### config.mk
export PLATFORM = sky130hd
export DESIGN_NAME = bcd_tod_clock_alarm_interrupt
export DESIGN_NICKNAME = d
export VERILOG_FILES = /design/src/rtl/bcdtod_pkg.sv /design/src/rtl/bcdtod_time.sv /design/src/rtl/bcdtod_irq.sv /design/src/rtl/bcd_tod_clock_alarm_interrupt.sv
export SDC_FILE = /design/constraint.sdc
export NUM_CORES = 1
export LEC_CHECK = 0
export BUFFER_PORTS_ARGS = -buffer_cell sky130_fd_sc_hd__clkbuf_2
export CAP_MARGIN = 20
export CORE_UTILIZATION = 53
export CTS_CLUSTER_SIZE = 14
export DETAILED_ROUTE_END_ITERATION = 7
export PLACE_DENSITY = 0.84
export SYNTH_ARGS = -nofsm -noshare
export SYNTH_HDL_FRONTEND = slang
export SYNTH_HIERARCHICAL = 1
export SYNTH_SLANG_ARGS = --single-unit
### constraint.sdc
create_clock -name aclk -period 6.33 [get_ports aclk]
set_clock_uncertainty 0.2 [all_clocks]
set_input_delay 1.266 -clock aclk [delete_from_list [all_inputs] [get_ports aclk]]
set_output_delay 1.266 -clock aclk [all_outputs]
set_load 0.005 [all_outputs]
### src/rtl/bcdtod_pkg.sv
`default_nettype none

package bcdtod_pkg;

    // Operation codes of an input item.
    localparam logic [1:0] OP_TICK  = 2'd0;
    localparam logic [1:0] OP_READ  = 2'd1;
    localparam logic [1:0] OP_WRITE = 2'd2;

    // Register selects.
    localparam logic [2:0] SEL_TENTHS  = 3'd0;
    localparam logic [2:0] SEL_SECONDS = 3'd1;
    localparam logic [2:0] SEL_MINUTES = 3'd2;
    localparam logic [2:0] SEL_HOURS   = 3'd3;
    localparam logic [2:0] SEL_ICR     = 3'd4;

    // Configuration register file.
    localparam int          PADDR_W          = 3;
    localparam int          PRESCALE_W       = 20;
    localparam logic [19:0] PRESCALE_RESET   = 20'd99999;

    typedef struct packed {
        logic [1:0] operation;
        logic [2:0] reg_select;
        logic [7:0] write_data;
        logic       write_to_alarm;
        logic       timer_a_underflow;
        logic       timer_b_underflow;
    } in_item_t;

    typedef struct packed {
        logic [7:0] read_data;
        logic       irq;
    } out_item_t;

    // Controls from the top level to the time-of-day counters.
    typedef struct packed {
        logic       tick;
        logic       write_time;
        logic       write_alarm;
        logic [2:0] sel;
    } tod_ctrl_t;

    // Current time as seen on register reads.
    typedef struct packed {
        logic [3:0] tenths;
        logic [6:0] seconds;
        logic [6:0] minutes;
        logic [7:0] hours;
    } tod_time_t;

    // Controls from the top level to the interrupt controller.
    typedef struct packed {
        logic tick;
        logic timer_a;
        logic timer_b;
        logic alarm_hit;
        logic read_icr;
        logic write_icr;
    } irq_ctrl_t;

    // Binary value of a BCD digit pair; the digits may hold non-decimal codes.
    function automatic logic [7:0] pair_to_binary(input logic [3:0] tens, input logic [3:0] units);
        return {1'b0, tens, 3'b000} + {3'b000, tens, 1'b0} + {4'b0000, units};
    endfunction

    // BCD form of a value below 60.
    function automatic logic [6:0] binary_to_pair(input logic [5:0] v);
        logic [2:0] tens;
        logic [5:0] rest;
        if (v >= 6'd50) begin
            tens = 3'd5;
            rest = v - 6'd50;
        end else if (v >= 6'd40) begin
            tens = 3'd4;
            rest = v - 6'd40;
        end else if (v >= 6'd30) begin
            tens = 3'd3;
            rest = v - 6'd30;
        end else if (v >= 6'd20) begin
            tens = 3'd2;
            rest = v - 6'd20;
        end else if (v >= 6'd10) begin
            tens = 3'd1;
            rest = v - 6'd10;
        end else begin
            tens = 3'd0;
            rest = v;
        end
        return {tens, rest[3:0]};
    endfunction

endpackage

`default_nettype wire

### src/rtl/bcdtod_time.sv
`default_nettype none

module bcdtod_time
    import bcdtod_pkg::*;
(
    input  wire logic                  aclk,
    input  wire logic                  aresetn,
    input  wire tod_ctrl_t             ctrl,
    input  wire logic [7:0]            wdata,
    input  wire logic [PRESCALE_W-1:0] reload,
    output tod_time_t                  cur_time,
    output logic                       alarm_hit
);

    logic [3:0]            tenths_reg, tenths_next;
    logic [6:0]            seconds_reg, seconds_next;
    logic [6:0]            minutes_reg, minutes_next;
    logic [7:0]            hours_reg, hours_next;
    logic [3:0]            al_tenths_reg, al_tenths_next;
    logic [6:0]            al_seconds_reg, al_seconds_next;
    logic [6:0]            al_minutes_reg, al_minutes_next;
    logic [7:0]            al_hours_reg, al_hours_next;
    logic [PRESCALE_W-1:0] prescale_reg, prescale_next;

    logic [7:0] sec_sum;
    logic [7:0] min_sum;
    logic [7:0] hour_sum;
    logic [6:0] sec_inc;
    logic [6:0] min_inc;
    logic [7:0] hour_inc;
    logic [6:0] hour_bcd_am;
    logic [6:0] hour_bcd_pm;
    logic [7:0] hour_less12;

    // One-second, one-minute and one-hour increments of the present time.
    always_comb begin
        sec_sum  = pair_to_binary({1'b0, seconds_reg[6:4]}, seconds_reg[3:0]) + 8'd1;
        min_sum  = pair_to_binary({1'b0, minutes_reg[6:4]}, minutes_reg[3:0]) + 8'd1;
        hour_sum = pair_to_binary({3'b000, hours_reg[4]}, hours_reg[3:0])
                   + (hours_reg[7] ? 8'd12 : 8'd0) + 8'd1;
        sec_inc  = (sec_sum >= 8'd60) ? 7'd0 : binary_to_pair(sec_sum[5:0]);
        min_inc  = (min_sum >= 8'd60) ? 7'd0 : binary_to_pair(min_sum[5:0]);
        hour_less12 = hour_sum - 8'd12;
        hour_bcd_am = binary_to_pair(hour_sum[5:0]);
        hour_bcd_pm = binary_to_pair(hour_less12[5:0]);
        if (hour_sum >= 8'd24) begin
            hour_inc = 8'd0;
        end else if (hour_sum >= 8'd12) begin
            hour_inc = {1'b1, 2'b00, hour_bcd_pm[4:0]};
        end else begin
            hour_inc = {3'b000, hour_bcd_am[4:0]};
        end
    end

    always_comb begin
        tenths_next     = tenths_reg;
        seconds_next    = seconds_reg;
        minutes_next    = minutes_reg;
        hours_next      = hours_reg;
        al_tenths_next  = al_tenths_reg;
        al_seconds_next = al_seconds_reg;
        al_minutes_next = al_minutes_reg;
        al_hours_next   = al_hours_reg;
        prescale_next   = prescale_reg;

        if (ctrl.tick) begin
            if (prescale_reg == '0) begin
                prescale_next = reload;
                if (tenths_reg < 4'd9) begin
                    tenths_next = tenths_reg + 4'd1;
                end else begin
                    tenths_next  = 4'd0;
                    seconds_next = sec_inc;
                    if (sec_sum >= 8'd60) begin
                        minutes_next = min_inc;
                        if (min_sum >= 8'd60) begin
                            hours_next = hour_inc;
                        end
                    end
                end
            end else begin
                prescale_next = prescale_reg - PRESCALE_W'(1);
            end
        end

        if (ctrl.write_time) begin
            case (ctrl.sel)
                SEL_TENTHS:  tenths_next  = wdata[3:0];
                SEL_SECONDS: seconds_next = wdata[6:0];
                SEL_MINUTES: minutes_next = wdata[6:0];
                SEL_HOURS:   hours_next   = {wdata[7], 2'b00, wdata[4:0]};
                default: ;
            endcase
        end

        if (ctrl.write_alarm) begin
            case (ctrl.sel)
                SEL_TENTHS:  al_tenths_next  = wdata[3:0];
                SEL_SECONDS: al_seconds_next = wdata[6:0];
                SEL_MINUTES: al_minutes_next = wdata[6:0];
                SEL_HOURS:   al_hours_next   = {wdata[7], 2'b00, wdata[4:0]};
                default: ;
            endcase
        end
    end

    // The alarm compares against the time as it stands after this tick.
    assign alarm_hit = (tenths_next == al_tenths_reg) && (seconds_next == al_seconds_reg) &&
                       (minutes_next == al_minutes_reg) && (hours_next == al_hours_reg);

    assign cur_time = '{tenths: tenths_reg, seconds: seconds_reg,
                        minutes: minutes_reg, hours: hours_reg};

    always_ff @(posedge aclk) begin
        if (!aresetn) begin
            tenths_reg     <= '0;
            seconds_reg    <= '0;
            minutes_reg    <= '0;
            hours_reg      <= '0;
            al_tenths_reg  <= '0;
            al_seconds_reg <= '0;
            al_minutes_reg <= '0;
            al_hours_reg   <= '0;
            prescale_reg   <= '0;
        end else begin
            tenths_reg     <= tenths_next;
            seconds_reg    <= seconds_next;
            minutes_reg    <= minutes_next;
            hours_reg      <= hours_next;
            al_tenths_reg  <= al_tenths_next;
            al_seconds_reg <= al_seconds_next;
            al_minutes_reg <= al_minutes_next;
            al_hours_reg   <= al_hours_next;
            prescale_reg   <= prescale_next;
        end
    end

endmodule

`default_nettype wire

### src/rtl/bcdtod_irq.sv
`default_nettype none

module bcdtod_irq
    import bcdtod_pkg::*;
(
    input  wire logic       aclk,
    input  wire logic       aresetn,
    input  wire irq_ctrl_t  ctrl,
    input  wire logic [7:0] wdata,
    output logic [7:0]      icr_value,
    output logic            irq_next
);

    logic [2:0] flags_reg, flags_next;
    logic       ir_reg, ir_next;
    logic [6:0] mask_reg, mask_next;
    logic [2:0] flags_set;

    always_comb begin
        flags_set  = flags_reg | {ctrl.alarm_hit, ctrl.timer_b, ctrl.timer_a};
        flags_next = flags_reg;
        ir_next    = ir_reg;
        mask_next  = mask_reg;
        if (ctrl.tick) begin
            flags_next = flags_set;
            if (!ir_reg && ((flags_set & mask_reg[2:0]) != 3'b000)) begin
                ir_next = 1'b1;
            end
        end
        if (ctrl.read_icr) begin
            flags_next = '0;
            ir_next    = 1'b0;
        end
        if (ctrl.write_icr) begin
            if (wdata[7]) begin
                mask_next = mask_reg | wdata[6:0];
            end else begin
                mask_next = mask_reg & ~wdata[6:0];
            end
        end
    end

    // The request line follows the IR bit exactly.
    assign icr_value = {ir_reg, 4'b0000, flags_reg};
    assign irq_next  = ir_next;

    always_ff @(posedge aclk) begin
        if (!aresetn) begin
            flags_reg <= '0;
            ir_reg    <= 1'b0;
            mask_reg  <= '0;
        end else begin
            flags_reg <= flags_next;
            ir_reg    <= ir_next;
            mask_reg  <= mask_next;
        end
    end

endmodule

`default_nettype wire

### src/rtl/bcd_tod_clock_alarm_interrupt.sv
`default_nettype none

// Time-of-day clock with alarm and a small interrupt controller. Every input
// transfer is a clock tick, a register read, a register write or a spare
// code, and each one produces exactly one result transfer carrying read data
// (zero but for reads) and the interrupt request level after the item. A tick
// counts the prescaler down; when the prescaler is found at zero it reloads
// from cycles_per_tenth (APB address 0) and the clock advances one tenth of
// a second in BCD with 12-hour hours and a PM flag. Each tick also compares the
// time with the alarm and latches the timer A and B underflow bits into the
// flags; a flag enabled in the mask raises IRQ, and reading the interrupt
// control register returns the flags, clears them and drops IRQ. The block
// takes one item per clock cycle while the result side is ready: an item
// waits in the input register, and when it advances the state and the
// result register are updated at the same edge, so the result of an item
// is registered ahead of its transfer on the result channel. A result that
// is not taken holds the item behind it in the input register, which stalls
// the input channel. The update of the time, alarm compare and flag logic
// is the single combinational stage.
// cycles_per_tenth must only be changed while no items are in flight.

module bcd_tod_clock_alarm_interrupt
    import bcdtod_pkg::*;
(
    input  wire logic               aclk,
    input  wire logic               aresetn,

    input  wire logic               s_valid,
    output logic                    s_ready,
    input  wire in_item_t           s_data,

    output logic                    m_valid,
    input  wire logic               m_ready,
    output out_item_t               m_data,

    input  wire logic               psel,
    input  wire logic               penable,
    input  wire logic               pwrite,
    input  wire logic [PADDR_W-1:0] paddr,
    input  wire logic [31:0]        pwdata,
    output logic [31:0]             prdata,
    output logic                    pready
);

    // Input register stage.
    logic     in_valid_reg, in_valid_next;
    in_item_t in_data_reg, in_data_next;

    // Result register stage.
    logic      out_valid_reg, out_valid_next;
    out_item_t out_data_reg, out_data_next;

    logic [PRESCALE_W-1:0] reload_reg, reload_next;

    logic      advance;
    tod_ctrl_t tod_ctrl;
    irq_ctrl_t irq_ctrl;
    tod_time_t cur_time;
    logic      alarm_hit;
    logic [7:0] icr_value;
    logic      irq_next;
    logic [7:0] rdata;
    logic      is_tick;
    logic      is_read;
    logic      is_write;

    // The item in the input register is processed when the result register
    // is free or is being emptied in the same cycle.
    assign advance = in_valid_reg && (!out_valid_reg || m_ready);
    assign s_ready = !in_valid_reg || advance;

    assign is_tick  = advance && (in_data_reg.operation == OP_TICK);
    assign is_read  = advance && (in_data_reg.operation == OP_READ);
    assign is_write = advance && (in_data_reg.operation == OP_WRITE);

    always_comb begin
        tod_ctrl.tick        = is_tick;
        tod_ctrl.write_time  = is_write && !in_data_reg.write_to_alarm &&
                               (in_data_reg.reg_select < SEL_ICR);
        tod_ctrl.write_alarm = is_write && in_data_reg.write_to_alarm &&
                               (in_data_reg.reg_select < SEL_ICR);
        tod_ctrl.sel         = in_data_reg.reg_select;

        irq_ctrl.tick      = is_tick;
        irq_ctrl.timer_a   = in_data_reg.timer_a_underflow;
        irq_ctrl.timer_b   = in_data_reg.timer_b_underflow;
        irq_ctrl.alarm_hit = alarm_hit;
        irq_ctrl.read_icr  = is_read && (in_data_reg.reg_select == SEL_ICR);
        irq_ctrl.write_icr = is_write && (in_data_reg.reg_select == SEL_ICR);
    end

    bcdtod_time u_time (
        .aclk      (aclk),
        .aresetn   (aresetn),
        .ctrl      (tod_ctrl),
        .wdata     (in_data_reg.write_data),
        .reload    (reload_reg),
        .cur_time  (cur_time),
        .alarm_hit (alarm_hit)
    );

    bcdtod_irq u_irq (
        .aclk      (aclk),
        .aresetn   (aresetn),
        .ctrl      (irq_ctrl),
        .wdata     (in_data_reg.write_data),
        .icr_value (icr_value),
        .irq_next  (irq_next)
    );

    // Read data comes from the registers as they stand before the item.
    always_comb begin
        rdata = 8'd0;
        if (in_data_reg.operation == OP_READ) begin
            case (in_data_reg.reg_select)
                SEL_TENTHS:  rdata = {4'b0000, cur_time.tenths};
                SEL_SECONDS: rdata = {1'b0, cur_time.seconds};
                SEL_MINUTES: rdata = {1'b0, cur_time.minutes};
                SEL_HOURS:   rdata = cur_time.hours;
                SEL_ICR:     rdata = icr_value;
                default:     rdata = 8'd0;
            endcase
        end
    end

    always_comb begin
        in_valid_next = in_valid_reg;
        in_data_next  = in_data_reg;
        if (s_valid && s_ready) begin
            in_valid_next = 1'b1;
            in_data_next  = s_data;
        end else if (advance) begin
            in_valid_next = 1'b0;
        end

        out_valid_next = out_valid_reg;
        out_data_next  = out_data_reg;
        if (advance) begin
            out_valid_next          = 1'b1;
            out_data_next.read_data = rdata;
            out_data_next.irq       = irq_next;
        end else if (m_ready) begin
            out_valid_next = 1'b0;
        end
    end

    // Configuration port: a single register, decoded on address bit 2 being clear.
    always_comb begin
        reload_next = reload_reg;
        if (psel && penable && pwrite && pready && !paddr[2]) begin
            reload_next = pwdata[PRESCALE_W-1:0];
        end
    end

    assign pready = 1'b1;
    assign prdata = paddr[2] ? 32'd0 : {{(32-PRESCALE_W){1'b0}}, reload_reg};

    assign m_valid = out_valid_reg;
    assign m_data  = out_data_reg;

    always_ff @(posedge aclk) begin
        if (!aresetn) begin
            in_valid_reg  <= 1'b0;
            out_valid_reg <= 1'b0;
            reload_reg    <= PRESCALE_RESET;
        end else begin
            in_valid_reg  <= in_valid_next;
            out_valid_reg <= out_valid_next;
            reload_reg    <= reload_next;
        end
    end

    always_ff @(posedge aclk) begin
        in_data_reg  <= in_data_next;
        out_data_reg <= out_data_next;
    end

endmodule

`default_nettype wire

Word-level counts from Yosys, hierarchy flattened
Cells that the tools add are included.

storage, ports and cells
  flip-flop bits (word level) = 128
  latch bits = 0
  RAM bits = 0
  memory bits (read-only) = 0
  output and inout port bits = 44
  word-level logic and storage cells = 213
  memories = 0

operators by class
  add/subtract/negate cells = 33
  $mul = 0
  div/mod/pow operators = 0
  magnitude comparators = 26
  eq/ne operators = 10
  shifts and indexed selects = 0
  muxes and demuxes = 79
  bitwise operators = 6
  reductions and logical operators = 36

operator list
  operator               number
  $mux 4                 26
  $mux 7                 14
  $mux 8                 9
  $ge 6x5->1 const B     8
  $ge 6x6->1 const B     8
  $sub 4x4->4 const B    12
  $mux 20                2
  $pmux 8 s5             1
  $add 8x1->8 const B    3
  $add 8x4->8            3
  $ge 6x4->1 const B     4
  $mux 3                 8
  $logic_not 20->1       1
  $sub 20x1->20 const B  1
  $mux 1                 19
  $logic_and 1x1->1      18
  $ge 8x6->1 const B     2
  $sub 4x2->4 const B    4
  $sub 4x3->4 const B    4
  $add 6x4->7            2
  $eq 7x7->1             2
  $add 8x8->8            1
  $eq 8x8->1             1
  $ge 8x4->1 const B     1
  26 further kinds       36

Logic depth before layout (Yosys ltp)
Gate-level depths: netlist of run 1.

  depth after elaboration = 29
  gate-level depth with buffers = 21

Modules after synthesis
Netlist of run 1, hierarchy kept.

by module, submodules not included
  module                         times used  cells an instance  area an instance (µm²)  sequential area each (µm²)
  bcdtod_time                    1           911                6919.1                  1401.3
  bcd_tod_clock_alarm_interrupt  1           212                2193.4                  1191.1
  bcdtod_irq                     1           37                 326.6                   140.1

Least setup slack after synthesis of run 1
No wires, ideal clock.

  kind = register to register
  start point = register u_time.hours_reg[4]
  end point = register out_data_reg, in the netlist m_data[0], data pin
  data arrival time = 4438 ps
  required time = 5861 ps
  path slack = 1423 ps
  cell stages (with the launch flop) = 19
  path buffers = 1
  period minus slack after synthesis = 4907 ps
  path through = dfxtp_1 -> inv_1 -> fa_1 -> inv_1 -> ha_1 -> xor2_1 -> ha_1 -> clkbuf_1 -> xnor3_1 -> a211o_1 -> o211ai_2 -> nor4b_2 -> a2111o_1 -> o311ai_1 -> or4_1 -> nor3_2 -> o21ai_1 -> and4b_4 -> nor3_2

on the way
  word-level cells in the longest chain between the ends = 29

RTL lines
  what                                       RTL line                              source
  start, declared                            bcdtod_time.sv:18                     logic [7:0] hours_reg, hours_next;
  start signal, assigned                     bcdtod_time.sv:129                    hours_reg <= hours_next;
  $add 4x2->5                                bcdtod_pkg.sv:64                      return {1'b0, tens, 3'b000} + {3'b000, tens, 1'b0} + {4'b0000, units};
  $add 8x4->8                                bcdtod_pkg.sv:64
  $add 8x8->8                                bcdtod_time.sv:40                     + (hours_reg[7] ? 8'd12 : 8'd0) + 8'd1;
  $add 8x1->8                                bcdtod_time.sv:40
  $sub 6x4->6                                bcdtod_time.sv:43                     hour_less12 = hour_sum - 8'd12;
  $ge 6x4->1 or $sub 4x4->4 (tied branches)  bcdtod_pkg.sv:83, bcdtod_pkg.sv:85
  $mux 4 or $mux 1 (tied branches)           bcdtod_pkg.sv:83                      end else if (v >= 6'd10) begin
  $mux 4 or $mux 1 (tied branches)           bcdtod_pkg.sv:80                      end else if (v >= 6'd20) begin
  (+14 left out)                             -
  named net alarm_hit                        bcd_tod_clock_alarm_interrupt.sv:59   logic alarm_hit;
  $or 3x3->3 *                               bcdtod_irq.sv:20                      flags_set = flags_reg | {ctrl.alarm_hit, ctrl.timer_b, ctrl.timer_a};
  $and 3x3->3 *                              bcdtod_irq.sv:26                      if (!ir_reg && ((flags_set & mask_reg[2:0]) != 3'b000)) begin
  $reduce_bool 3->1 *                        bcdtod_irq.sv:26
  $logic_and 1x1->1 *                        bcdtod_irq.sv:26
  $mux 1 *                                   bcdtod_irq.sv:26
  $mux 1 *                                   bcdtod_irq.sv:24                      if (ctrl.tick) begin
  $mux 1 *                                   bcdtod_irq.sv:30                      if (ctrl.read_icr) begin
  named net irq_next                         bcd_tod_clock_alarm_interrupt.sv:61   logic irq_next;
  end signal, assigned                       bcd_tod_clock_alarm_interrupt.sv:175  out_data_reg <= out_data_next;
  end, declared                              bcd_tod_clock_alarm_interrupt.sv:51   out_item_t out_data_reg, out_data_next;

The timed path passes the listed nets; every way through them passes the cells marked *.
A chain may end at the register's enable or synchronous reset.

Final worst setup path of run 1
Ends and elaborated chain as after synthesis.

==> results.txt, run 1 <==
After synthesis, the largest family of logic cells by area is simple AND/OR/NAND/NOR gates. 102 I/O pins were placed. The detailed-placement wirelength estimate is 18.0 mm. The number of flip-flops and latches in the synthesized netlist came out at 124.

In this run the clock root is driven by a sky130_fd_sc_hd__clkbuf_16. The buffers inserted during post-CTS setup optimization came out at 0. The H-tree generated during clock tree synthesis spans 4 levels. The portion of total power attributed to the clock network came out at 0.458.

The cell area after synthesis came out at 0.00944 mm2. The number of maximum-capacitance constraint violations came out at 0. The clock passes through at most 2 buffers. The length in cells of the worst reg-to-reg path came out at 18.

The met2 global-route usage came out at 0.464. The element type at the critical path start is a register. In the synthesized netlist the dominant register cell turns out to be sky130_fd_sc_hd__dfxtp_1. The area growth from synthesis to final layout came out at 9.97%. The internal power is 1.50 mW. The slew at the pin closest to its max-slew limit came out at ~1 ns. The worst-case headroom to the max-slew limit came out at 0.331. The count of buffers added on input and output ports is 74. The count of final max-slew check failures is 0. The die is 135 um wide.

The switching power total is 0.562 mW. The count of flip-flops with a built-in enable after synthesis is 25. The flow ran to the end, and the final reports show no timing, DRC or antenna violations. The global-route track usage on met3 is 0.0550. The sink count of the clock tree is between 100 and 150. The mean instance size in the synthesized netlist came out at 8.14 um2. For this block, the initial DRC count from the detailed router was 1135.

At the end of routability-driven placement, the weighted congestion stood at 0.967. After synthesis, the cell types taking the most area are sky130_fd_sc_hd__dfxtp_1 21%, sky130_fd_sc_hd__edfxtp_1 8.0%, sky130_fd_sc_hd__ha_1 6.8%, sky130_fd_sc_hd__nand2_1 5.1%, sky130_fd_sc_hd__nor2_1 4.7%. The final period utilization is 0.931. In the synthesized netlist the async set-or-reset flop fraction comes to 0. The library cell occupying the most area in the post-synthesis netlist is sky130_fd_sc_hd__dfxtp_1.

STA classifies the critical path endpoint as a register. The path class of the tightest hold or removal check is register to register. The proportion of power drawn by combinational gates came out at 0.128.

The final sum of negative setup slack is 0 ns. The final net count is 1313. The post-layout minimum cycle time came out at 5.89 ns.

The count of placed standard cells including taps is 1404. The sequential-to-total area share from yosys stat came out at 0.290. The arrival time reported for the critical path endpoint came out at approximately 6 ns.

The met1 layer usage reported by global route is 0.343. In this run, CTS created clock tree buffers numbering 17. The number of core rows is 48. The proportion of netlist area held by the largest area contributor is 0.210.

After global routing the overflow that remains totals 0. The clock reaches the later pin of the worst-skew pair after 0.41 ns. The number of hold violations in the final report is 0. The total of endpoints with negative setup slack in the final report is 0. The number of inserted diodes is 0. After the flow finishes, the layout carries non-filler instances totaling 1436. Counting distinct cell types in the post-synthesis netlist gives 105. The initial utilization of the core area, before any placement, comes to 0.544. The worst setup path is of the register to register kind.

The compound-cell area share of the yosys netlist came out at 0.232. The critical path required time is 6.27 ns. Dividing total power by cell area gives a power density of between 150 and 200 mW/mm2. Of the total power, the share spent switching nets is 0.273.

The residual DRC count is 0. The top fanout value on the critical path is 11. After detailed routing, the average wire length per cell comes to 17.9 um.

The leakage component of the power is roughly 4 nW. The total of cells resized after clock tree synthesis came out at 0. The first TritonRoute pass finished after 6 iterations. From bottom edge to top edge, the die measures between 100 and 150 um. The antenna violation net count after detailed routing is 0. The number of antenna violations at the first check in global routing came out at 0. The routed via count divided by cell count came out at between 6 and 7.

The clock transition at the register clock pins on the worst setup and hold paths after CTS is around 0.06 ns. The via count of the first global-routing pass is 8394. The basic-gate share of the synthesized area counting and, or, nand and nor cells is 0.261. The global-route layer with the greatest usage is met2.

The commonest cells after synthesis are 127 x sky130_fd_sc_hd__nand2_1, 118 x sky130_fd_sc_hd__nor2_1, 99 x sky130_fd_sc_hd__dfxtp_1. The hold path depth is 2. Synthesis produced 1160 cells. The global-route wire length before repair came out at 40.9 mm. By instance count, the leading cell after synthesis is sky130_fd_sc_hd__nand2_1. Measured against the total synthesized area, the mux share comes to 0.0422. The placed instance area is between 0.009 and 0.01 mm2. The die covers 0.0183 mm2. The highest achievable clock rate came out at about 170 MHz. In this run the standard cell core region covers 0.0174 mm2. VDD sags by at most between 0.15 and 0.2 mV.

The number of hold buffers added after CTS was 0. The final design instance area without fill came out at 0.0104 mm2. The fraction of synthesized cell area in xor and xnor cells came out at 0.0327. The smallest hold slack is ~0.28 ns. The share of power burned in registers is 0.414.

The routed wire length is 25.7 mm. The TritonCTS clock tree is built. Setup repair after global routing left no endpoint under its margin. The detailed-route via count is 9030. The maximum number of pins on one net before global-route repair is 42. The number of warnings issued by yosys is 6. In the global route stage, overall resource usage came out at 0.278. Of the total synthesized cell area, the portion taken by full adders, half adders and majority gates is 0.0803.

The layout cell share with drive strength beyond 1 is 0.139.
power by group through the flow:
| stage | sequential [mW] | combinational [mW] | clock (mW) |
|---|---|---|---|
| floorplan | 0.856 | 0.207 | 0 |
| global placement | 0.868 | 0.246 | 0 |
| detailed placement | 0.868 | 0.254 | 0 |
| CTS | 0.852 | 0.259 | 0.949 |
| global route | 0.855 | 0.289 | 0.978 |
| finish | 0.853 | 0.263 | 0.943 |
cells by family after synthesis:
group                      Yosys count
DFF                                124
adders and majority gates           57
AOI/OAI and AO/OA                  306
other                                3
and+or+nand+nor                    476
xor gates and xnor gates            32
buffers and inverters              123
muxes                               39
critical path, stage by stage, from the launching register on:
cell and delay (ns):
sky130_fd_sc_hd__dfxtp_1 0.43, sky130_fd_sc_hd__ha_1 0.27, sky130_fd_sc_hd__ha_1 0.31, sky130_fd_sc_hd__fa_1 0.57, sky130_fd_sc_hd__xor2_1 0.43, sky130_fd_sc_hd__buf_4 0.21
sky130_fd_sc_hd__ha_1 0.34, sky130_fd_sc_hd__o21ai_0 0.55, sky130_fd_sc_hd__nand2_1 0.11, sky130_fd_sc_hd__o2111ai_1 0.26, sky130_fd_sc_hd__o211ai_2 0.22, sky130_fd_sc_hd__and4_1 0.26
sky130_fd_sc_hd__a2111o_1 0.38, sky130_fd_sc_hd__o311ai_1 0.36, sky130_fd_sc_hd__or4_1 0.19, sky130_fd_sc_hd__nor3_2 0.06, sky130_fd_sc_hd__o21ai_1 0.15, sky130_fd_sc_hd__and4b_4 0.27
sky130_fd_sc_hd__nor3_2 0.05
routing by layer:
metal | part of all wire | routed length [um]
met4 | 0.033 | 852
met5 | 0 | 0
met3 | 0.081 | 2080
met2 | 0.48 | 12200
met1 | 0.41 | 10500
layout make-up:
| class | count | area, um2 |
|---|---|---|
| Clock buffer | 17 | 425 |
| Tap cell | 225 | 282 |
| Inverter | 45 | 169 |
| Fill cell | 1469 | 6980 |
| Multi-Input combinational cell | 927 | 6190 |
| Clock inverter | 15 | 148 |
| Timing Repair Buffer | 83 | 438 |
| Sequential cell | 124 | 2730 |
placed cells by master (no fill, tap or decap), types with 10 or more instances in the layout:
cell | netlist | final
sky130_fd_sc_hd__a211oi_1 | 18 | 18
sky130_fd_sc_hd__clkbuf_16 | 0 | 17
sky130_fd_sc_hd__edfxtp_1 | 25 | 25
sky130_fd_sc_hd__a21oi_1 | 73 | 73
sky130_fd_sc_hd__nor2_1 | 118 | 118
sky130_fd_sc_hd__and3_1 | 10 | 10
sky130_fd_sc_hd__xor2_1 | 17 | 17
sky130_fd_sc_hd__nand2b_1 | 20 | 20
sky130_fd_sc_hd__or3_1 | 12 | 12
sky130_fd_sc_hd__and2_1 | 11 | 11
sky130_fd_sc_hd__nor2b_1 | 30 | 30
sky130_fd_sc_hd__o31ai_1 | 11 | 11
sky130_fd_sc_hd__o21ai_0 | 43 | 43
sky130_fd_sc_hd__nor3_1 | 33 | 32
sky130_fd_sc_hd__a22oi_1 | 13 | 13
sky130_fd_sc_hd__clkbuf_2 | 0 | 74
sky130_fd_sc_hd__xnor2_1 | 12 | 12
sky130_fd_sc_hd__a31oi_1 | 10 | 10
sky130_fd_sc_hd__a21boi_0 | 13 | 13
sky130_fd_sc_hd__dfxtp_1 | 99 | 99
sky130_fd_sc_hd__nand3_1 | 34 | 34
sky130_fd_sc_hd__conb_1 | 3 | 17
sky130_fd_sc_hd__nor4_1 | 12 | 12
sky130_fd_sc_hd__nand2_1 | 127 | 127
sky130_fd_sc_hd__ha_1 | 51 | 51
sky130_fd_sc_hd__inv_1 | 43 | 43
sky130_fd_sc_hd__mux2i_1 | 33 | 33
worst paths after layout:
check / slack [ns] / endpoint / start
hold reg to reg: 0.28 / reload_reg[9]$_SDFFE_PN1P_ / reload_reg[9]$_SDFFE_PN1P_
setup reg to reg: 0.44 / m_data[0]$_DFFE_PP_ / u_time/hours_reg[4]$_SDFF_PN0_
setup / recovery: 0.44 / m_data[0]$_DFFE_PP_ / u_time/hours_reg[4]$_SDFF_PN0_
hold / removal: 0.28 / reload_reg[9]$_SDFFE_PN1P_ / reload_reg[9]$_SDFFE_PN1P_
stage by stage:
step / util / worst slack [ns] / total power, mW
finish: 0.598 / 0.438 / 2.06
global route: 0.598 / 0.175 / 2.12
CTS: 0.598 / 0.530 / 2.06
detailed placement: 0.565 / 0.561 / 1.12
global placement: 0.565 / 0.654 / 1.11
floorplan: - / 1.42 / 1.06
(Power assumes the default switching activity.)
==> run 2: changes to the inputs <==
--- a/config.mk
+++ b/config.mk
@@ -7,10 +7,13 @@
 export LEC_CHECK = 0
 export BUFFER_PORTS_ARGS = -buffer_cell sky130_fd_sc_hd__clkbuf_2
 export CAP_MARGIN = 20
-export CORE_UTILIZATION = 53
+export CELL_PAD_IN_SITES_DETAIL_PLACEMENT = 1
+export CELL_PAD_IN_SITES_GLOBAL_PLACEMENT = 1
+export CORE_UTILIZATION = 45
 export CTS_CLUSTER_SIZE = 14
 export DETAILED_ROUTE_END_ITERATION = 7
-export PLACE_DENSITY = 0.84
+export PLACE_DENSITY = 0.92
+export SETUP_SLACK_MARGIN = 0.3
 export SYNTH_ARGS = -nofsm -noshare
 export SYNTH_HDL_FRONTEND = slang
 export SYNTH_HIERARCHICAL = 1
==> results.txt, run 2 (same netlist as run 1, synthesis figures left out) <==
At the end of the flow, the number of nets in the layout was ~1.3k. The setup slack after placement is 0.453 ns. The overall overflow remaining after global route is 0. The number of inserted diodes came out at 0. The routed wire length came out at 36.2 mm.

Setup slack closes at 0.337 ns. After clock tree synthesis, the clock-pin slew on the worst setup and hold paths is 0.06 ns. The core area came out at 0.0204 mm2. The count of H-tree levels built during CTS came out at 4. The via count of the first global-routing pass came out at 10.1k. Setup repair after global routing left no endpoint under its margin. The worst-case headroom to the max-slew limit is 0.298.

The clock latency on the worst-skew pair is about 0.44 ns. The largest buffer count on any clock path is 2. The count of cells in the finished layout, fillers not included, comes to 1494.

The final sum of negative setup slack came out at 0 ns. The total global-route track usage is 0.322. The critical path required time is between 6 and 7 ns. The count of final max-slew check failures was 0. The area growth from synthesis to final layout is 13.4%. TritonCTS built the clock tree. The most common cell after layout, fill and taps aside is sky130_fd_sc_hd__nand2_1. The maximum number of pins on one net before global-route repair is 42. The sort of element at the end of the critical path is a register. The placed instance area came out at roughly 0.0099 mm2. The number of maximum-capacitance constraint violations came out at 0. IR analysis of the VDD net gives a maximum drop of 0.198 mV. The post-layout minimum cycle time came out at 5.99 ns.

The first routing iteration left 917 violations. The ratio of total power to cell area came out at 207 mW/mm2. The number of core rows came out at 52. The horizontal die dimension came out at 147 um. The sink count of the clock tree came out at ~120. The most critical setup path has its startpoint at u_time/minutes_reg[4]$_SDFF_PN0_. The residual DRC count came out at 0. The detailed-route via count came out at 9888.

The leakage component of the power is 4.23 nW. The total power came out at 2.22 mW. Dividing the detail-routed wire length by the instance count gives roughly 24 um. The minimum setup slack among reg-to-reg paths came out at 0.34 ns. The routed via count divided by cell count came out at 6.62. Counting tap cells, the placed design contains a total of 1454 instances. The kind of critical path is register to register. The die height came out at 147 um.

The layout cell share with drive strength beyond 1 is 0.155. The highest achievable clock rate came out at 167 MHz. The critical path capture point is m_data[0]$_DFFE_PP_. The startpoint of the most critical register-to-register path is u_time/minutes_reg[4]$_SDFF_PN0_.

The top fanout value on the critical path is 9. The number of iterations in the first detailed-routing pass came out at 5. The post-layout utilization of the core came out at 0.524.

Clock tree synthesis selected as its root buffer the cell sky130_fd_sc_hd__clkbuf_16. The final design instance area without fill is approximately 0.011 mm2. The I/O pin count came out at 102. The library cells used most frequently in the layout, excluding fill and tap cells, are 127 x sky130_fd_sc_hd__nand2_1, 118 x sky130_fd_sc_hd__nor2_1, 99 x sky130_fd_sc_hd__dfxtp_1. The arrival time reported for the critical path endpoint came out at between 5 and 6 ns. Hold timing on the final database bottoms out at a slack of 0.300 ns. In the finished design, the share of the clock period the worst path needs comes to 0.947.

The final weighted congestion of routability-driven global placement came out at 0.906. The antenna violation net count after detailed routing came out at 0. The min-delay analysis places its worst path in the category register to register. The effective utilization at floorplan came out at 0.462. The slew at the pin closest to its max-slew limit came out at 1.05 ns. The detailed-placement wirelength estimate came out at between 20 and 25 mm. The number of buffers created by CTS came out at 17. The number of hold violations in the final report is 0. Counting cells, the worst reg-to-reg path comes to 19. The element type at the critical path start is a register.

The global-route wire length before repair came out at 54.2 mm. The number of antenna violations at the first check in global routing came to 0. During placement, the flow inserted port buffers numbering between 70 and 80. The flow ran to the end, and the final reports show no timing, DRC or antenna violations. The area of the die came out at between 0.02 and 0.025 mm2. The total of endpoints with negative setup slack in the final report is 0. The worst register-to-register path ends at m_data[0]$_DFFE_PP_.
[run 2: worst min path at each step]
stage | start | to | cells after the start
after floorplan | register | register | 2
after global placement | register | register | 2
after detailed placement | reload_reg[11]$_SDFFE_PN0P_ | reload_reg[11]$_SDFFE_PN0P_ | 2
after CTS | reload_reg[2]$_SDFFE_PN1P_ | reload_reg[2]$_SDFFE_PN1P_ | 2
after global routing | reload_reg[2]$_SDFFE_PN1P_ | reload_reg[2]$_SDFFE_PN1P_ | 2
final | reload_reg[3]$_SDFFE_PN1P_ | reload_reg[3]$_SDFFE_PN1P_ | 2
[run 2: repair_timing]
item	in CTS	in global routing
hold endpoints to repair	0	0
buffers inserted	0	7
hold buffers	0	0
gates resized for setup	0	15
setup endpoints to repair	0	3
[run 2: power breakdown]
group          switching, mW  leakage, nW  total [mW]  internal [mW]
clock network          0.387        0.308        1.08          0.688
logic                  0.186         2.87       0.282         0.0967
registers             0.0331         1.05       0.860          0.827
total                  0.606         4.23        2.22           1.61
[run 2: worst max-delay path: stages, from the launching register on]
cell and delay [ns]:
sky130_fd_sc_hd__dfxtp_1 0.40, sky130_fd_sc_hd__ha_1 0.42, sky130_fd_sc_hd__ha_1 0.33, sky130_fd_sc_hd__inv_1 0.11
sky130_fd_sc_hd__fa_1 0.72, sky130_fd_sc_hd__inv_1 0.16, sky130_fd_sc_hd__ha_2 0.29, sky130_fd_sc_hd__nand3b_1 0.19
sky130_fd_sc_hd__nor3_2 0.08, sky130_fd_sc_hd__a311o_1 0.40, sky130_fd_sc_hd__a41oi_4 0.41, sky130_fd_sc_hd__nand4_1 0.33
sky130_fd_sc_hd__a311oi_2 0.65, sky130_fd_sc_hd__a21oi_1 0.17, sky130_fd_sc_hd__nor4b_1 0.20, sky130_fd_sc_hd__nand4_1 0.12
sky130_fd_sc_hd__nor3_2 0.08, sky130_fd_sc_hd__o21ai_1 0.16, sky130_fd_sc_hd__and4b_4 0.28, sky130_fd_sc_hd__nor3_2 0.05
[run 2: final cells by class]
cell class / instances / area (um2)
Tap cell: 270 / 338
Clock inverter: 12 / 166
Clock buffer: 20 / 468
Sequential cell: 124 / 2730
Timing Repair Buffer: 95 / 541
Multi-Input combinational cell: 928 / 6290
Fill cell: 2453 / 9730
Inverter: 45 / 169
[run 2: routing by layer]
| metal | GRT usage | part of all wire | wire [um] |
|---|---|---|---|
| met4 | 0.218 | 0.064 | 2320 |
| met5 | 0 | 0 | 0 |
| met3 | 0.0724 | 0.078 | 2830 |
| met1 | 0.342 | 0.36 | 13000 |
| met2 | 0.569 | 0.50 | 18100 |
==> run 3: changes to the inputs <==
--- a/config.mk
+++ b/config.mk
@@ -9,11 +9,13 @@
 export CAP_MARGIN = 20
 export CELL_PAD_IN_SITES_DETAIL_PLACEMENT = 1
 export CELL_PAD_IN_SITES_GLOBAL_PLACEMENT = 1
-export CORE_UTILIZATION = 45
+export CORE_UTILIZATION = 49
 export CTS_CLUSTER_SIZE = 14
 export DETAILED_ROUTE_END_ITERATION = 7
-export PLACE_DENSITY = 0.92
+export MAX_ROUTING_LAYER = met4
+export PLACE_DENSITY = 0.95
 export SETUP_SLACK_MARGIN = 0.3
+export SLEW_MARGIN = 20
 export SYNTH_ARGS = -nofsm -noshare
 export SYNTH_HDL_FRONTEND = slang
 export SYNTH_HIERARCHICAL = 1
==> constraint.sdc (replaced) <==
create_clock -name aclk -period 7.1 [get_ports aclk]
set_clock_uncertainty 0.2 [all_clocks]
set_input_delay 1.42 -clock aclk [delete_from_list [all_inputs] [get_ports aclk]]
set_output_delay 1.42 -clock aclk [all_outputs]
set_load 0.005 [all_outputs]
==> results.txt, run 3 (same netlist as run 1, synthesis figures left out) <==
The run finished, with violations left. The checks that failed: design-rule violations. The via count of the first global-routing pass is around 11k.

The slew at the pin closest to its max-slew limit came out at 1.09 ns. Counting cells, the worst reg-to-reg path comes to 19. The detailed-placement wirelength estimate is 22.8 mm. The highest achievable clock rate is approximately 150 MHz. The maximum number of pins on one net before global-route repair came out at 42. The effective utilization at floorplan came out at 0.503.

The clock latency on the worst-skew pair is 0.44 ns. The area growth from synthesis to final layout came out at 10.8%. The smallest hold slack came out at 0.287 ns. Summed over all layers, the global routing overflow is 0. The arrival time reported for the critical path endpoint is 6.60 ns. The routed via count divided by cell count is ~6.9.

Setup repair after global routing left no endpoint under its margin. The post-layout utilization of the core came out at 0.557. The tree is rooted in a sky130_fd_sc_hd__clkbuf_16.

The global-route wire length before repair came out at ~60 mm. The sink count of the clock tree is 124. The area of the die came out at 0.0198 mm2. The number of antenna violations at the first check in global routing is 1. The top fanout value on the critical path came out at 9.

Summing internal, switching and leakage power gives 1.99 mW. In this run the static leakage power is 4.15 nW. Measured against its own limit, the worst slew margin works out to 0.274. After floorplanning, the core was divided into 50 placement rows. The count of hold buffers inserted by post-cts repair came out at 0. The worst setup path is captured at a register.

The ratio of total power to cell area came out at 190 mW/mm2. The buffers inserted during post-CTS setup optimization is 0. The path class of the tightest hold or removal check is register to register. After detailed routing, the average wire length per cell comes to 25.4 um. The count of port buffers added during placement is 74. The horizontal die dimension is about 140 um.

Max-cap violations in this run came to 0. The core area came out at 0.0188 mm2. The count of nets left with antenna violations once routing finished came out at 0. The worst setup margin came out at roughly 0.58 ns. The H-tree generated during clock tree synthesis spans 4 levels. TritonCTS built the clock tree. The library cell used most frequently in the layout, excluding fill and tap cells, is sky130_fd_sc_hd__nand2_1. The I/O pin count is 102. Leaving out fill and tap cells, the most frequent cells in the layout are 127 x sky130_fd_sc_hd__nand2_1, 118 x sky130_fd_sc_hd__nor2_1, 99 x sky130_fd_sc_hd__dfxtp_1. The setup slack after placement came out at around 1 ns.

The starting DRC count in detailed routing came out at 862. The largest buffer count on any clock path came out at 2. The total of endpoints with negative setup slack in the final report came out at 0.

The worst IR drop on VDD came out at 0.166 mV. The clock transition at the register clock pins on the worst setup and hold paths after CTS is 0.06 ns. The placed instance area is 0.00981 mm2. The number of iterations in the first detailed-routing pass is 7. Once placement completed, the tool counted placed cells totaling 1412. Data on the critical path is required at its endpoint by 7.17 ns. The routed wire length came out at ~37 mm. STA classifies the critical path startpoint as a register. The post-layout minimum cycle time came out at 6.52 ns. Setup total negative slack on the finished layout was measured at 0 ns.

The detailed-route via count came out at 10.0k. The total of cells resized after clock tree synthesis is 0. The final net count is roughly 1.3k.

The hold path depth came out at 2. The final period utilization is 0.919. The number of hold violations in the final report came to 0. The count of final max-slew check failures is 0. The critical path is of the register to register type. The residual DRC count came out at 1. The number of buffers created by CTS is 17. Routability-driven placement finished with a final weighted congestion of 0.977.

In the global route stage, overall resource usage came out at 0.390. The finished layout holds 1445 standard cells, fillers aside. Measured along the y axis, the die boundary spans 141 um. The layout cell share with drive strength beyond 1 came out at 0.139. With fillers left out, the area of the finished cells amounts to 0.0105 mm2.
==> run 3: cell types whose count changed in the layout (fill, tap and decap cells not counted), sizes merged <==
cell	previous run	this run
clkinvlp	1	3
clkbuf	94	95
diode	0	1
a41oi	3	2
inv	45	48
buf	21	8
bufinv	4	3
clkinv	7	2
==> run 3: final timing paths <==
path / startpoint / to / slack, ns
worst max-delay path: u_time/seconds_reg[1]$_SDFF_PN0_ / m_data[0]$_DFFE_PP_ / 0.58
worst min-delay path: reload_reg[18]$_SDFFE_PN0P_ / reload_reg[18]$_SDFFE_PN0P_ / 0.29
worst max register to register: u_time/seconds_reg[1]$_SDFF_PN0_ / m_data[0]$_DFFE_PP_ / 0.58
worst min register to register: reload_reg[18]$_SDFFE_PN0P_ / reload_reg[18]$_SDFFE_PN0P_ / 0.29
==> run 3: layout make-up <==
class                           instances  area, um2
Timing Repair Buffer                   82        430
Multi-Input combinational cell        927       6190
Sequential cell                       124       2730
Tap cell                              234        293
Inverter                               45        169
Clock buffer                           21        483
Fill cell                            2266       8310
Clock inverter                         11        154
Antenna cell                            1       2.50
==> run 3: worst max-delay path: stages (launching register included) <==
cell                        delay [ns]
sky130_fd_sc_hd__dfxtp_1          0.38
sky130_fd_sc_hd__ha_1             0.36
sky130_fd_sc_hd__ha_1             0.21
sky130_fd_sc_hd__inv_1            0.07
sky130_fd_sc_hd__fa_1             0.75
sky130_fd_sc_hd__inv_1            0.19
sky130_fd_sc_hd__ha_1             0.35
sky130_fd_sc_hd__nand3b_1         0.12
sky130_fd_sc_hd__nor3_1           0.05
sky130_fd_sc_hd__a41o_1           0.26
sky130_fd_sc_hd__nor3_2           0.78
sky130_fd_sc_hd__nand2_1          0.33
sky130_fd_sc_hd__o31ai_1          0.58
sky130_fd_sc_hd__xor2_1           0.19
sky130_fd_sc_hd__a2111oi_4        0.34
sky130_fd_sc_hd__o311ai_1         0.18
sky130_fd_sc_hd__nor3_2           0.42
sky130_fd_sc_hd__o21ai_1          0.17
sky130_fd_sc_hd__and4b_4          0.25
sky130_fd_sc_hd__nor3_2           0.17
==> run 3: metal layers <==
metal,share of wire,global-route usage,routed length (um)
met1,0.36,0.417,13200
met2,0.48,0.634,17600
met4,0.067,0.264,2460
met5,0,-,0
met3,0.091,0.107,3350
==> run 3: report_power, final <==
group	total, mW	internal (mW)	leakage, nW	switching (mW)
Sequential	0.767	0.737	1.05	0.0302
Clock	0.959	0.598	0.301	0.362
Combinational	0.260	0.0859	2.80	0.174
